<file path="src/design/xsf_pkg.sv">
package xsf_pkg;

	// sprite geometry
	localparam int SPRITE_PIXELS = 8;

	// operation codes
	localparam logic [1:0] OP_DRAW  = 2'd0;
	localparam logic [1:0] OP_CLEAR = 2'd1;
	localparam logic [1:0] OP_READ  = 2'd2;

	// register map, index is paddr[2]
	localparam int         CFG_ADDR_W        = 3;
	localparam logic       REG_ACTIVE_WIDTH  = 1'b0;
	localparam logic       REG_ACTIVE_HEIGHT = 1'b1;
	localparam logic [6:0] ACTIVE_WIDTH_RST  = 7'd64;
	localparam logic [5:0] ACTIVE_HEIGHT_RST = 6'd32;

	typedef struct packed {
		logic [6:0] active_width;
		logic [5:0] active_height;
	} cfg_t;

endpackage

</file>
<file path="src/design/xor_sprite_framebuffer.sv">
// xor sprite framebuffer: monochrome frame of MAX_HEIGHT rows by MAX_WIDTH columns
//
// input channel s_*: one item per operation, opcode in s_tuser (draw, clear, read)
// output channel m_*: exactly one result item per input item, in order
//   draw  - xor an 8-pixel sprite row into one frame row, collision if a lit pixel
//           goes dark, columns past the active width are clipped
//   clear - blanks the whole frame (per-row valid bits are dropped)
//   read  - returns the row in m_tdata, bit k is column k, clipped to the width
//   a draw or read on a row at or past the active height sets skipped
// pipeline: the row memory is read at the accepting edge, the update stage then forms the
//   row update, and the result register behind it drives m_tvalid
// throughput: one item per cycle while m_tready is high; a write-back in the update
//   stage is forwarded to the following item when it hits the same row
// stall: the result register holds while m_tready is low, and the update stage holds
//   behind it once it is full; s_tready drops only once both are full
// reset: arst_n clears all row valid bits, so the frame reads as blank, and
//   loads active_width 64, active_height 32; no clearing pass is needed
// apb: active_width at 0x0, active_height at 0x4, write only while idle
module xor_sprite_framebuffer #(
	parameter int MAX_WIDTH  = 64,
	parameter int MAX_HEIGHT = 32
) (
	input  logic                           clk,
	input  logic                           arst_n,
	// input items
	input  logic                           s_tvalid,
	output logic                           s_tready,
	input  logic [23:0]                    s_tdata,  // start_column, row_index, sprite_bits
	input  logic [1:0]                     s_tuser,  // opcode
	// result items
	output logic                           m_tvalid,
	input  logic                           m_tready,
	output logic [63:0]                    m_tdata,  // row_pixels
	output logic [1:0]                     m_tuser,  // collision, skipped
	// configuration
	input  logic                           psel,
	input  logic                           penable,
	input  logic                           pwrite,
	input  logic [xsf_pkg::CFG_ADDR_W-1:0] paddr,
	input  logic [31:0]                    pwdata,
	output logic [31:0]                    prdata,
	output logic                           pready
);

	localparam int AW = (MAX_HEIGHT > 1) ? $clog2(MAX_HEIGHT) : 1;

	xsf_pkg::cfg_t cfg;

	// input handshake
	logic accept;
	logic s1_adv;

	// update stage
	logic        s1_valid;
	logic [1:0]  s1_op;
	logic [7:0]  s1_col;
	logic [7:0]  s1_row;
	logic [7:0]  s1_spr;
	logic [AW-1:0] s1_addr;

	// row store
	logic [MAX_WIDTH-1:0]  ram_rdata;
	logic [MAX_HEIGHT-1:0] row_valid_q;
	logic                  byp_valid_q;
	logic [AW-1:0]         byp_addr_q;
	logic [MAX_WIDTH-1:0]  byp_data_q;
	logic [MAX_WIDTH-1:0]  cur_row;
	logic                  wr_en;

	// effective size
	logic [6:0] eff_w;
	logic [6:0] eff_h;
	logic       row_out;

	// row datapath
	logic [MAX_WIDTH-1:0] new_row;
	logic [MAX_WIDTH-1:0] masked_row;
	logic                 hit;
	logic                 draw_coll;

	// result
	logic        res_coll;
	logic        res_skip;
	logic [63:0] res_pix;
	logic        out_valid_q;
	logic        out_coll_q;
	logic        out_skip_q;
	logic [63:0] out_pix_q;

	xsf_cfg u_cfg (
		.clk     (clk),
		.arst_n  (arst_n),
		.psel    (psel),
		.penable (penable),
		.pwrite  (pwrite),
		.paddr   (paddr),
		.pwdata  (pwdata),
		.prdata  (prdata),
		.pready  (pready),
		.cfg     (cfg)
	);

	// stage advances when the result register is free or being emptied
	assign s1_adv   = s1_valid && (!out_valid_q || m_tready);
	assign s_tready = !s1_valid || s1_adv;
	assign accept   = s_tvalid && s_tready;

	always_ff @(posedge clk or negedge arst_n) begin
		if (!arst_n) begin
			s1_valid <= 1'b0;
		end else if (accept) begin
			s1_valid <= 1'b1;
		end else if (s1_adv) begin
			s1_valid <= 1'b0;
		end
	end

	always_ff @(posedge clk) begin
		if (accept) begin
			s1_op  <= s_tuser;
			s1_col <= s_tdata[7:0];
			s1_row <= s_tdata[15:8];
			s1_spr <= s_tdata[23:16];
		end
	end

	assign s1_addr = s1_row[AW-1:0];

	// row memory is read as the item enters, written back from the update stage
	xsf_ram #(
		.WIDTH (MAX_WIDTH),
		.DEPTH (MAX_HEIGHT)
	) u_ram (
		.clk   (clk),
		.we    (wr_en),
		.waddr (s1_addr),
		.wdata (new_row),
		.re    (accept),
		.raddr (s_tdata[AW+7:8]),
		.rdata (ram_rdata)
	);

	// clamp the programmed size to what the store holds
	assign eff_w = (cfg.active_width > 7'(MAX_WIDTH)) ? 7'(MAX_WIDTH) : cfg.active_width;
	assign eff_h = ({1'b0, cfg.active_height} > 7'(MAX_HEIGHT)) ? 7'(MAX_HEIGHT)
		: {1'b0, cfg.active_height};
	assign row_out = s1_row >= {1'b0, eff_h};

	// the write at the edge that issued our read missed the memory output
	assign hit     = byp_valid_q && (byp_addr_q == s1_addr);
	assign cur_row = hit ? byp_data_q : (row_valid_q[s1_addr] ? ram_rdata : '0);

	xsf_row #(
		.MAX_WIDTH (MAX_WIDTH)
	) u_row (
		.row          (cur_row),
		.start_column (s1_col),
		.sprite_bits  (s1_spr),
		.eff_width    (eff_w),
		.new_row      (new_row),
		.masked_row   (masked_row),
		.collision    (draw_coll)
	);

	assign wr_en = s1_adv && (s1_op == xsf_pkg::OP_DRAW) && !row_out;

	always_comb begin
		res_coll = 1'b0;
		res_skip = 1'b0;
		res_pix  = '0;
		unique case (s1_op)
			xsf_pkg::OP_DRAW: begin
				res_skip = row_out;
				res_coll = !row_out && draw_coll;
			end
			xsf_pkg::OP_READ: begin
				res_skip = row_out;
				res_pix  = row_out ? 64'd0 : 64'(masked_row);
			end
			default: ;
		endcase
	end

	// per-row valid bits: a row never written since reset or clear reads blank
	always_ff @(posedge clk or negedge arst_n) begin
		if (!arst_n) begin
			row_valid_q <= '0;
		end else if (s1_adv && (s1_op == xsf_pkg::OP_CLEAR)) begin
			row_valid_q <= '0;
		end else if (wr_en) begin
			row_valid_q[s1_addr] <= 1'b1;
		end
	end

	// forwarding entry, live only while the item that needs it sits in the stage
	always_ff @(posedge clk or negedge arst_n) begin
		if (!arst_n) begin
			byp_valid_q <= 1'b0;
		end else if (accept) begin
			byp_valid_q <= wr_en;
		end else if (s1_adv) begin
			byp_valid_q <= 1'b0;
		end
	end

	always_ff @(posedge clk) begin
		if (wr_en) begin
			byp_addr_q <= s1_addr;
			byp_data_q <= new_row;
		end
	end

	// result register
	always_ff @(posedge clk or negedge arst_n) begin
		if (!arst_n) begin
			out_valid_q <= 1'b0;
		end else if (s1_adv) begin
			out_valid_q <= 1'b1;
		end else if (m_tready) begin
			out_valid_q <= 1'b0;
		end
	end

	always_ff @(posedge clk) begin
		if (s1_adv) begin
			out_coll_q <= res_coll;
			out_skip_q <= res_skip;
			out_pix_q  <= res_pix;
		end
	end

	assign m_tvalid = out_valid_q;
	assign m_tdata  = out_pix_q;
	assign m_tuser  = {out_skip_q, out_coll_q};

`ifndef SYNTHESIS
	// a skipped row never reports a collision
	a_skip_no_coll: assert property (@(posedge clk) disable iff (!arst_n)
		m_tvalid |-> !(m_tuser[0] && m_tuser[1]))
		else $error("collision reported on a skipped row");

	// skipped and colliding draw results carry no pixels
	a_skip_no_pix: assert property (@(posedge clk) disable iff (!arst_n)
		(m_tvalid && m_tuser[1]) |-> (m_tdata == 64'd0))
		else $error("pixels returned on a skipped row");

	a_coll_no_pix: assert property (@(posedge clk) disable iff (!arst_n)
		(m_tvalid && m_tuser[0]) |-> (m_tdata == 64'd0))
		else $error("pixels returned with a draw result");

	// forwarding entry only lives alongside an item in the update stage
	a_byp_owner: assert property (@(posedge clk) disable iff (!arst_n)
		byp_valid_q |-> s1_valid)
		else $error("forwarding entry live with the update stage empty");

	// a write-back always sets its row valid
	a_wr_valid: assert property (@(posedge clk) disable iff (!arst_n)
		wr_en |=> row_valid_q[$past(s1_addr)])
		else $error("written row not marked valid");
`endif

endmodule

</file>
<file path="src/design/xsf_ram.sv">
module xsf_ram #(
	parameter int WIDTH = 64,
	parameter int DEPTH = 32,
	localparam int AW = (DEPTH > 1) ? $clog2(DEPTH) : 1
) (
	input  logic             clk,
	input  logic             we,
	input  logic [AW-1:0]    waddr,
	input  logic [WIDTH-1:0] wdata,
	input  logic             re,
	input  logic [AW-1:0]    raddr,
	output logic [WIDTH-1:0] rdata
);

	logic [WIDTH-1:0] mem [DEPTH];

	always_ff @(posedge clk) begin
		if (we) begin
			mem[waddr] <= wdata;
		end
		// old data on a same-address collision
		if (re) begin
			rdata <= mem[raddr];
		end
	end

endmodule

</file>
<file path="src/design/xsf_cfg.sv">
module xsf_cfg (
	input  logic                              clk,
	input  logic                              arst_n,
	input  logic                              psel,
	input  logic                              penable,
	input  logic                              pwrite,
	input  logic [xsf_pkg::CFG_ADDR_W-1:0]    paddr,
	input  logic [31:0]                       pwdata,
	output logic [31:0]                       prdata,
	output logic                              pready,
	output xsf_pkg::cfg_t                     cfg
);

	xsf_pkg::cfg_t cfg_q;
	logic          wr_en;

	assign pready = 1'b1;
	assign wr_en  = psel && penable && pwrite && pready;
	assign cfg    = cfg_q;

	always_ff @(posedge clk or negedge arst_n) begin
		if (!arst_n) begin
			cfg_q.active_width  <= xsf_pkg::ACTIVE_WIDTH_RST;
			cfg_q.active_height <= xsf_pkg::ACTIVE_HEIGHT_RST;
		end else if (wr_en) begin
			unique case (paddr[2])
				xsf_pkg::REG_ACTIVE_WIDTH:  cfg_q.active_width  <= pwdata[6:0];
				xsf_pkg::REG_ACTIVE_HEIGHT: cfg_q.active_height <= pwdata[5:0];
				default: ;
			endcase
		end
	end

	always_comb begin
		unique case (paddr[2])
			xsf_pkg::REG_ACTIVE_WIDTH:  prdata = 32'(cfg_q.active_width);
			xsf_pkg::REG_ACTIVE_HEIGHT: prdata = 32'(cfg_q.active_height);
			default:                    prdata = '0;
		endcase
	end

endmodule

</file>
<file path="src/design/xsf_row.sv">
module xsf_row #(
	parameter int MAX_WIDTH = 64
) (
	input  logic [MAX_WIDTH-1:0] row,
	input  logic [7:0]           start_column,
	input  logic [7:0]           sprite_bits,
	input  logic [6:0]           eff_width,
	output logic [MAX_WIDTH-1:0] new_row,
	output logic [MAX_WIDTH-1:0] masked_row,
	output logic                 collision
);

	logic [MAX_WIDTH-1:0]               col_mask;
	logic [xsf_pkg::SPRITE_PIXELS-1:0]  rev;
	logic [MAX_WIDTH-1:0]               placed;
	logic [MAX_WIDTH-1:0]               flip;

	// columns below the active width
	always_comb begin
		for (int k = 0; k < MAX_WIDTH; k++) begin
			col_mask[k] = 7'(k) < eff_width;
		end
	end

	// bit 7 is the leftmost pixel, so reverse to put it at the low column
	always_comb begin
		for (int i = 0; i < xsf_pkg::SPRITE_PIXELS; i++) begin
			rev[i] = sprite_bits[xsf_pkg::SPRITE_PIXELS-1-i];
		end
	end

	// shifting past the top clips, a start beyond the row gives nothing
	assign placed     = MAX_WIDTH'(rev) << start_column;
	assign flip       = placed & col_mask;
	assign collision  = |(row & flip);
	assign new_row    = row ^ flip;
	assign masked_row = row & col_mask;

endmodule

</file>
<file path="config.mk">
export PLATFORM = sky130hd
export DESIGN_NAME = xor_sprite_framebuffer
export DESIGN_NICKNAME = d
export VERILOG_FILES = /design/src/design/xsf_pkg.sv /design/src/design/xor_sprite_framebuffer.sv /design/src/design/xsf_ram.sv /design/src/design/xsf_cfg.sv /design/src/design/xsf_row.sv
export SDC_FILE = /design/constraint.sdc
export NUM_CORES = 2
export LEC_CHECK = 0
export BUFFER_PORTS_ARGS = -buffer_cell sky130_fd_sc_hd__buf_2
export CAP_MARGIN = 20
export CORE_MARGIN = 2
export CORE_UTILIZATION = 45
export CTS_BUF_LIST = sky130_fd_sc_hd__clkbuf_8 sky130_fd_sc_hd__clkbuf_16
export DETAILED_ROUTE_END_ITERATION = 10
export GPL_ROUTABILITY_DRIVEN = 0
export HOLD_SLACK_MARGIN = 0.05
export RECOVER_POWER = 50
export SKIP_LAST_GASP = 1
export SLEW_MARGIN = 20
export SYNTH_ARGS = -nofsm -noshare
export SYNTH_HDL_FRONTEND = slang
export SYNTH_SLANG_ARGS = --single-unit
</file>
<file path="constraint.sdc">
create_clock -name clk -period 10.2 [get_ports clk]
set_input_delay 1.53 -clock clk [delete_from_list [all_inputs] [get_ports clk]]
set_output_delay 1.53 -clock clk [all_outputs]
set_load 0.05 [all_outputs]
</file>
-- Word level (Yosys, flattened, before mapping)
Memory sizes are Yosys's and may differ from the RTL's. A register that Yosys moved wholly into a read port is not among the register bits.
Cells that the tools add are included.
- equal/unequal tests: 3
- multiplexer cells: 18
- $lt $le $gt $ge: 69
- bitwise operators: 7
- reduce and logical (&&, ||, !) cells: 24
- shifts and indexed selects: 1
- operators by type and width (cell ; count):
    $lt 6x7->1 const A ; 32
    $and 64x64->64 ; 3
    $mux 64 ; 2
    $lt 5x7->1 const A ; 16
    $mux 32 ; 2
    $pmux 32 s2 ; 1
    $reduce_or 64->1 ; 1
    $shl 8x8->64 ; 1
    $xor 64x64->64 ; 1
    $lt 4x7->1 const A ; 8
    $or 32x32->32 ; 1
    $lt 3x7->1 const A ; 4
    $lt 1x7->1 const A ; 2
    $lt 2x7->1 const A ; 2
    $logic_and 1x1->1 ; 10
    $mux 1 ; 9
    $ge 8x6->1 ; 1
    $gt 7x7->1 const B ; 1
    $mux 7 ; 1
    $gt 6x6->1 const B ; 1
    $lt 5x6->1 const B ; 1
    $mux 6 ; 1
    $reduce_bool 2->1 ; 3
    $bmux 1 s5 ; 1
    11 further kinds ; 17
- RAM bits: 2048
- input port bits: 68
- memories: 1
- output and inout port bits: 101
- bits in registers: 209
- memories (memory ; words ; bits a word ; read ports ; clocked after Yosys merged registers in ; write ports ; line ; RTL):
    u_ram.mem ; 32 ; 64 ; 1 ; 1 ; 1 ; xsf_ram.sv:15 ; logic [WIDTH-1:0] mem [DEPTH];

-- Depth between registers and ports, before layout
- word-level depth: 7
- depth in mapped cells: 14
- depth with buffers taken out: 11

-- Hierarchy
From an unflattened synthesis, not the netlist that was laid out.
- cell total of the unflattened synthesis: 4298
- area total of the unflattened synthesis: 92248.5 sq um
- by module, submodules not included (module ; area an instance (sq um) ; seq. area each (sq um) ; times used ; cells an instance):
    xsf_ram ; 79605.1 ; 63420.8 ; 1 ; 3097
    xor_sprite_framebuffer ; 8577.0 ; 5710.5 ; 1 ; 672
    xsf_row ; 3268.1 ; 0.0 ; 1 ; 465
    xsf_cfg ; 798.3 ; 327.8 ; 1 ; 64

-- Least setup slack after synthesis
No wires, ideal clock.
- kind: input -> register
- from: in m_tready
- to: mem u_ram.mem[24][0] (enable)
- data required time: 9633 ps
- data arrival time: 7006 ps
- setup time: 567 ps
- slack: 2627 ps
- cell stages on the path: 6
- cell sequence: nand2b_1 -> nand2_1 -> or4_1 -> clkbuf_1 -> clkbuf_1 -> nor3_1
- longest elaborated chain between the ends: 6
- ends and longest elaborated chain (element ; line ; RTL):
    from (decl) ; xor_sprite_framebuffer.sv:32 ; input logic m_tready,
    $logic_or 1x1->1 ; xor_sprite_framebuffer.sv:104 ; assign s1_adv = s1_valid && (!out_valid_q || m_tready);
    $logic_and 1x1->1 ; xor_sprite_framebuffer.sv:104 ;
    $logic_and 1x1->1 (2 in a row) ; xor_sprite_framebuffer.sv:165 ; assign wr_en = s1_adv && (s1_op == xsf_pkg::OP_DRAW) && !row_out;
    $mux 1 ; xsf_ram.sv:18 ; if (we) begin
    $mux 1 (not written as such) ; xsf_ram.sv:19 ; mem[waddr] <= wdata;
    to (decl) ; xsf_ram.sv:15 ;
No other way between the ends.

-- Final worst setup path
- from: in m_tready
- to: reg s1_row[7] (enable)
- longest elaborated chain between the ends: 4
- ends and longest elaborated chain (element ; line ; RTL):
    $logic_or 1x1->1 ; xor_sprite_framebuffer.sv:104 ;
    $logic_and 1x1->1 ; xor_sprite_framebuffer.sv:104 ;
    $logic_or 1x1->1 ; xor_sprite_framebuffer.sv:105 ; assign s_tready = !s1_valid || s1_adv;
    $logic_and 1x1->1 ; xor_sprite_framebuffer.sv:106 ; assign accept = s_tvalid && s_tready;
    named net accept ; xor_sprite_framebuffer.sv:50 ; logic accept;
    to (signal assigned) ; xor_sprite_framebuffer.sv:122 ; s1_row <= s_tdata[15:8];
    to (decl) ; xor_sprite_framebuffer.sv:57 ; logic [7:0] s1_row;
The timed path passes the listed nets, and every way through them passes these cells.
A chain may end at the register's enable or synchronous reset.

==> metrics.csv <==
metric,value,unit
outcome,"complete, but fails checks",
violations,"max-capacitance violations, max-slew violations",
required,10.57,ns
critical_path_class,input port to flop,
vias_per_cell,6.16,
drive_gt1_share,22.2,%
swShare,22.8,%
clk_pin_slew_worst_paths,0.06,ns
use_met3,3.81,%
slew_violations,1671,
antenna_found_initial,7,
cts_resized,0,
setup_viol,0,
io_buffers,115,
holdCritPathClass,flop to flop,
cts_tree,done,
ant_nets,0,
ctsHoldBuffers,0,
min_period,7.69,ns
synth_edf_count,2273,
coreArea,200000,um^2
cp_max_fo,48,
route.detailed.wl_per_inst,33.5,um
seq_area_frac_synth,76.4,%
drt_pass1_iterations,8,
grt_most_used_layer,met2,
power,0.0202,W
cap_viol_max_count,53,
post-route-util,50.7,%
grt_pass1_wl,343,mm
power.internal,0.0156,W
syn2layout_area_growth,11.7,%
critPathLaunchType,input port,
synthArstFlopShare,2.07,%
cts_htree_levels,4,
whs,0.482,ns
mostFrequentLayoutCell,edfxtp_1,
p_leak,32.8,nW
die_area,206000,um^2
p_per_area,199,nW/um^2
synth-seq-cells,2321,
drt_iter0_drc,5808,
grt_use_met2,37.2,%
die_w,453,um
power_frac_comb,6.6,%
synth_flop_cell,edfxtp_1,
relSlewSlack,-216,%
worstMarginPinSlew,4.74,ns
pwr-share-clk,39.7,%
fin_crit_sh,75.4,%
ys_types,63,
cts_made_buffers,225,
cts.sinks,2321,
skew,0.0398,ns
grt.met1_usage,34.1,%
grtUsageTotal,23.8,%
grt_overflow,0,
num_rows,164,
hold_depth,1,
fmax,130,MHz
synthCells,4238,
root_buffer,clkbuf_16,
rsz0062_at_grt,no,
syn_avg_cell_area,21.5,um^2
routed_wl,245,mm
dr_total_vias,45045,
drc_errors,0,
start_util,45.4,%
grt_max_degree,127,
ir_drop,157,uV
syn_area,90900,um^2
yosysWarnings,0,
end_kind,flop,
critPathArrivalTime,8.06,ns
worstRegToRegCells,9,
setup_tns,0,ns
layout_common_cells,"edfxtp_1 (2273), mux4_2 (576), clkbuf_16 (227)",
grt_pass1_vias,44475,
ios,169,
cts_setup_buffers,0,
p_sw,0.00460,W
hold_violations,0,
power.share.sequential,53.7,%
clockBufferDepth,3,
finalNetCount,4598,
clk_latency,0.88,ns
die_y,453,um
dp_hpwl,133,mm
[per-layer routing]
layer | vias to the layer above | share of wire (%)
li1 | 18152 | -
met1 | 24464 | 41
met2 | 2041 | 47
met3 | 388 | 7.7
met4 | 0 | 3.9
met5 | - | 0
[critical path: stages]
cell and delay (ns):
buf_2 0.08, nand3b_1 0.13, and2_0 3.00, clkbuf_1 3.21
[Yosys cell counts (13+ instances only)]
cell type	instances	area, um^2
nand2b_1	40	250
edfxtp_1	2273	68300
nor4_1	24	150
buf_2	69	345
o221ai_1	40	350
o21a_1	31	233
and3_1	33	206
o22ai_1	21	131
ha_1	70	876
a211oi_1	30	225
mux2i_1	98	981
or2_2	13	81.3
o211a_1	16	160
clkbuf_1	129	484
o21ai_1	52	260
mux4_2	576	13000
mux2_2	53	597
buf_1	25	93.8
nand2_1	192	721
nor2_1	72	270
buf_4	36	270
o21ai_0	78	390
dfrtp_1	46	1150
nor3b_1	20	150
nor3_1	70	350
a21oi_1	13	65.1
[power by group through the flow]
stage          sequential (W)  clock, W  combinational [W]
3_3_place_gp           0.0110         0            0.00132
4_1_cts                0.0108   0.00813            0.00135
3_5_place_dp           0.0110         0            0.00134
6_report               0.0108   0.00801            0.00134
5_1_grt                0.0108   0.00849            0.00142
2_1_floorplan          0.0110         0           0.000860
[logic make-up (layout without fill, tap and decap cells)]
group                      after synthesis  in the layout  synth area share, %
xor gates and xnor gates                 5              5               0.0482
muxes                                  727            727                 16.0
other                                    2             31              0.00826
buffers and inverters                  272            667                 1.38
and+or+nand+nor                        533            533                 2.95
adders and majority gates               70             70                0.963
DFF                                   2321           2321                 76.4
AOI/OAI and AO/OA                      308            308                 2.24
[path summary, 6_finish.rpt]
kind,from,to,slack [ns]
setup reg to reg,s1_row[1]$_DFFE_PP_,u_ram.mem[22][29]$_DFFE_PP_,2.68
hold reg to reg,row_valid_q[24]$_DFFE_PN0P_,row_valid_q[24]$_DFFE_PN0P_,0.48
min in group asynchronous,arst_n,u_cfg.cfg[10]$_DFFE_PN0P_,1.74
max in group asynchronous,arst_n,m_tvalid$_DFFE_PN0P_,6.77
setup / recovery,m_tready,s1_row[7]$_DFFE_PP_,2.51
hold / removal,row_valid_q[24]$_DFFE_PN0P_,row_valid_q[24]$_DFFE_PN0P_,0.48
[state kept, by name, summed over array words and instances (netlist names), 13 cells and up]
| name | flops |
|---|---|
| u_ram.mem | 2048 |
| byp_data_q | 64 |
| m_tdata | 64 |
| u_ram.rdata | 64 |
| row_valid_q | 32 |
| u_cfg.cfg | 13 |
[through the flow]
step,instances,cell area (um^2),setup slack [ns]
finish,7318,102000,2.51
floorplan,4262,91000,2.63
global route,7314,102000,2.37
detailed placement,6888,94900,4.57
global placement,6888,94900,4.59
CTS,7312,102000,4.55
[layout make-up]
class                           instances  area (um^2)
Multi-Input combinational cell       1669        20300
Clock inverter                        193         1380
Sequential cell                      2321        69500
Clock buffer                          231         5740
Tap cell                             2656         3320
Timing Repair Buffer                  232         1280
Antenna cell                            5         12.5
Inverter                               11         43.8
Fill cell                           16028        98700
No activity file was read; power rests on OpenSTA's default activity.
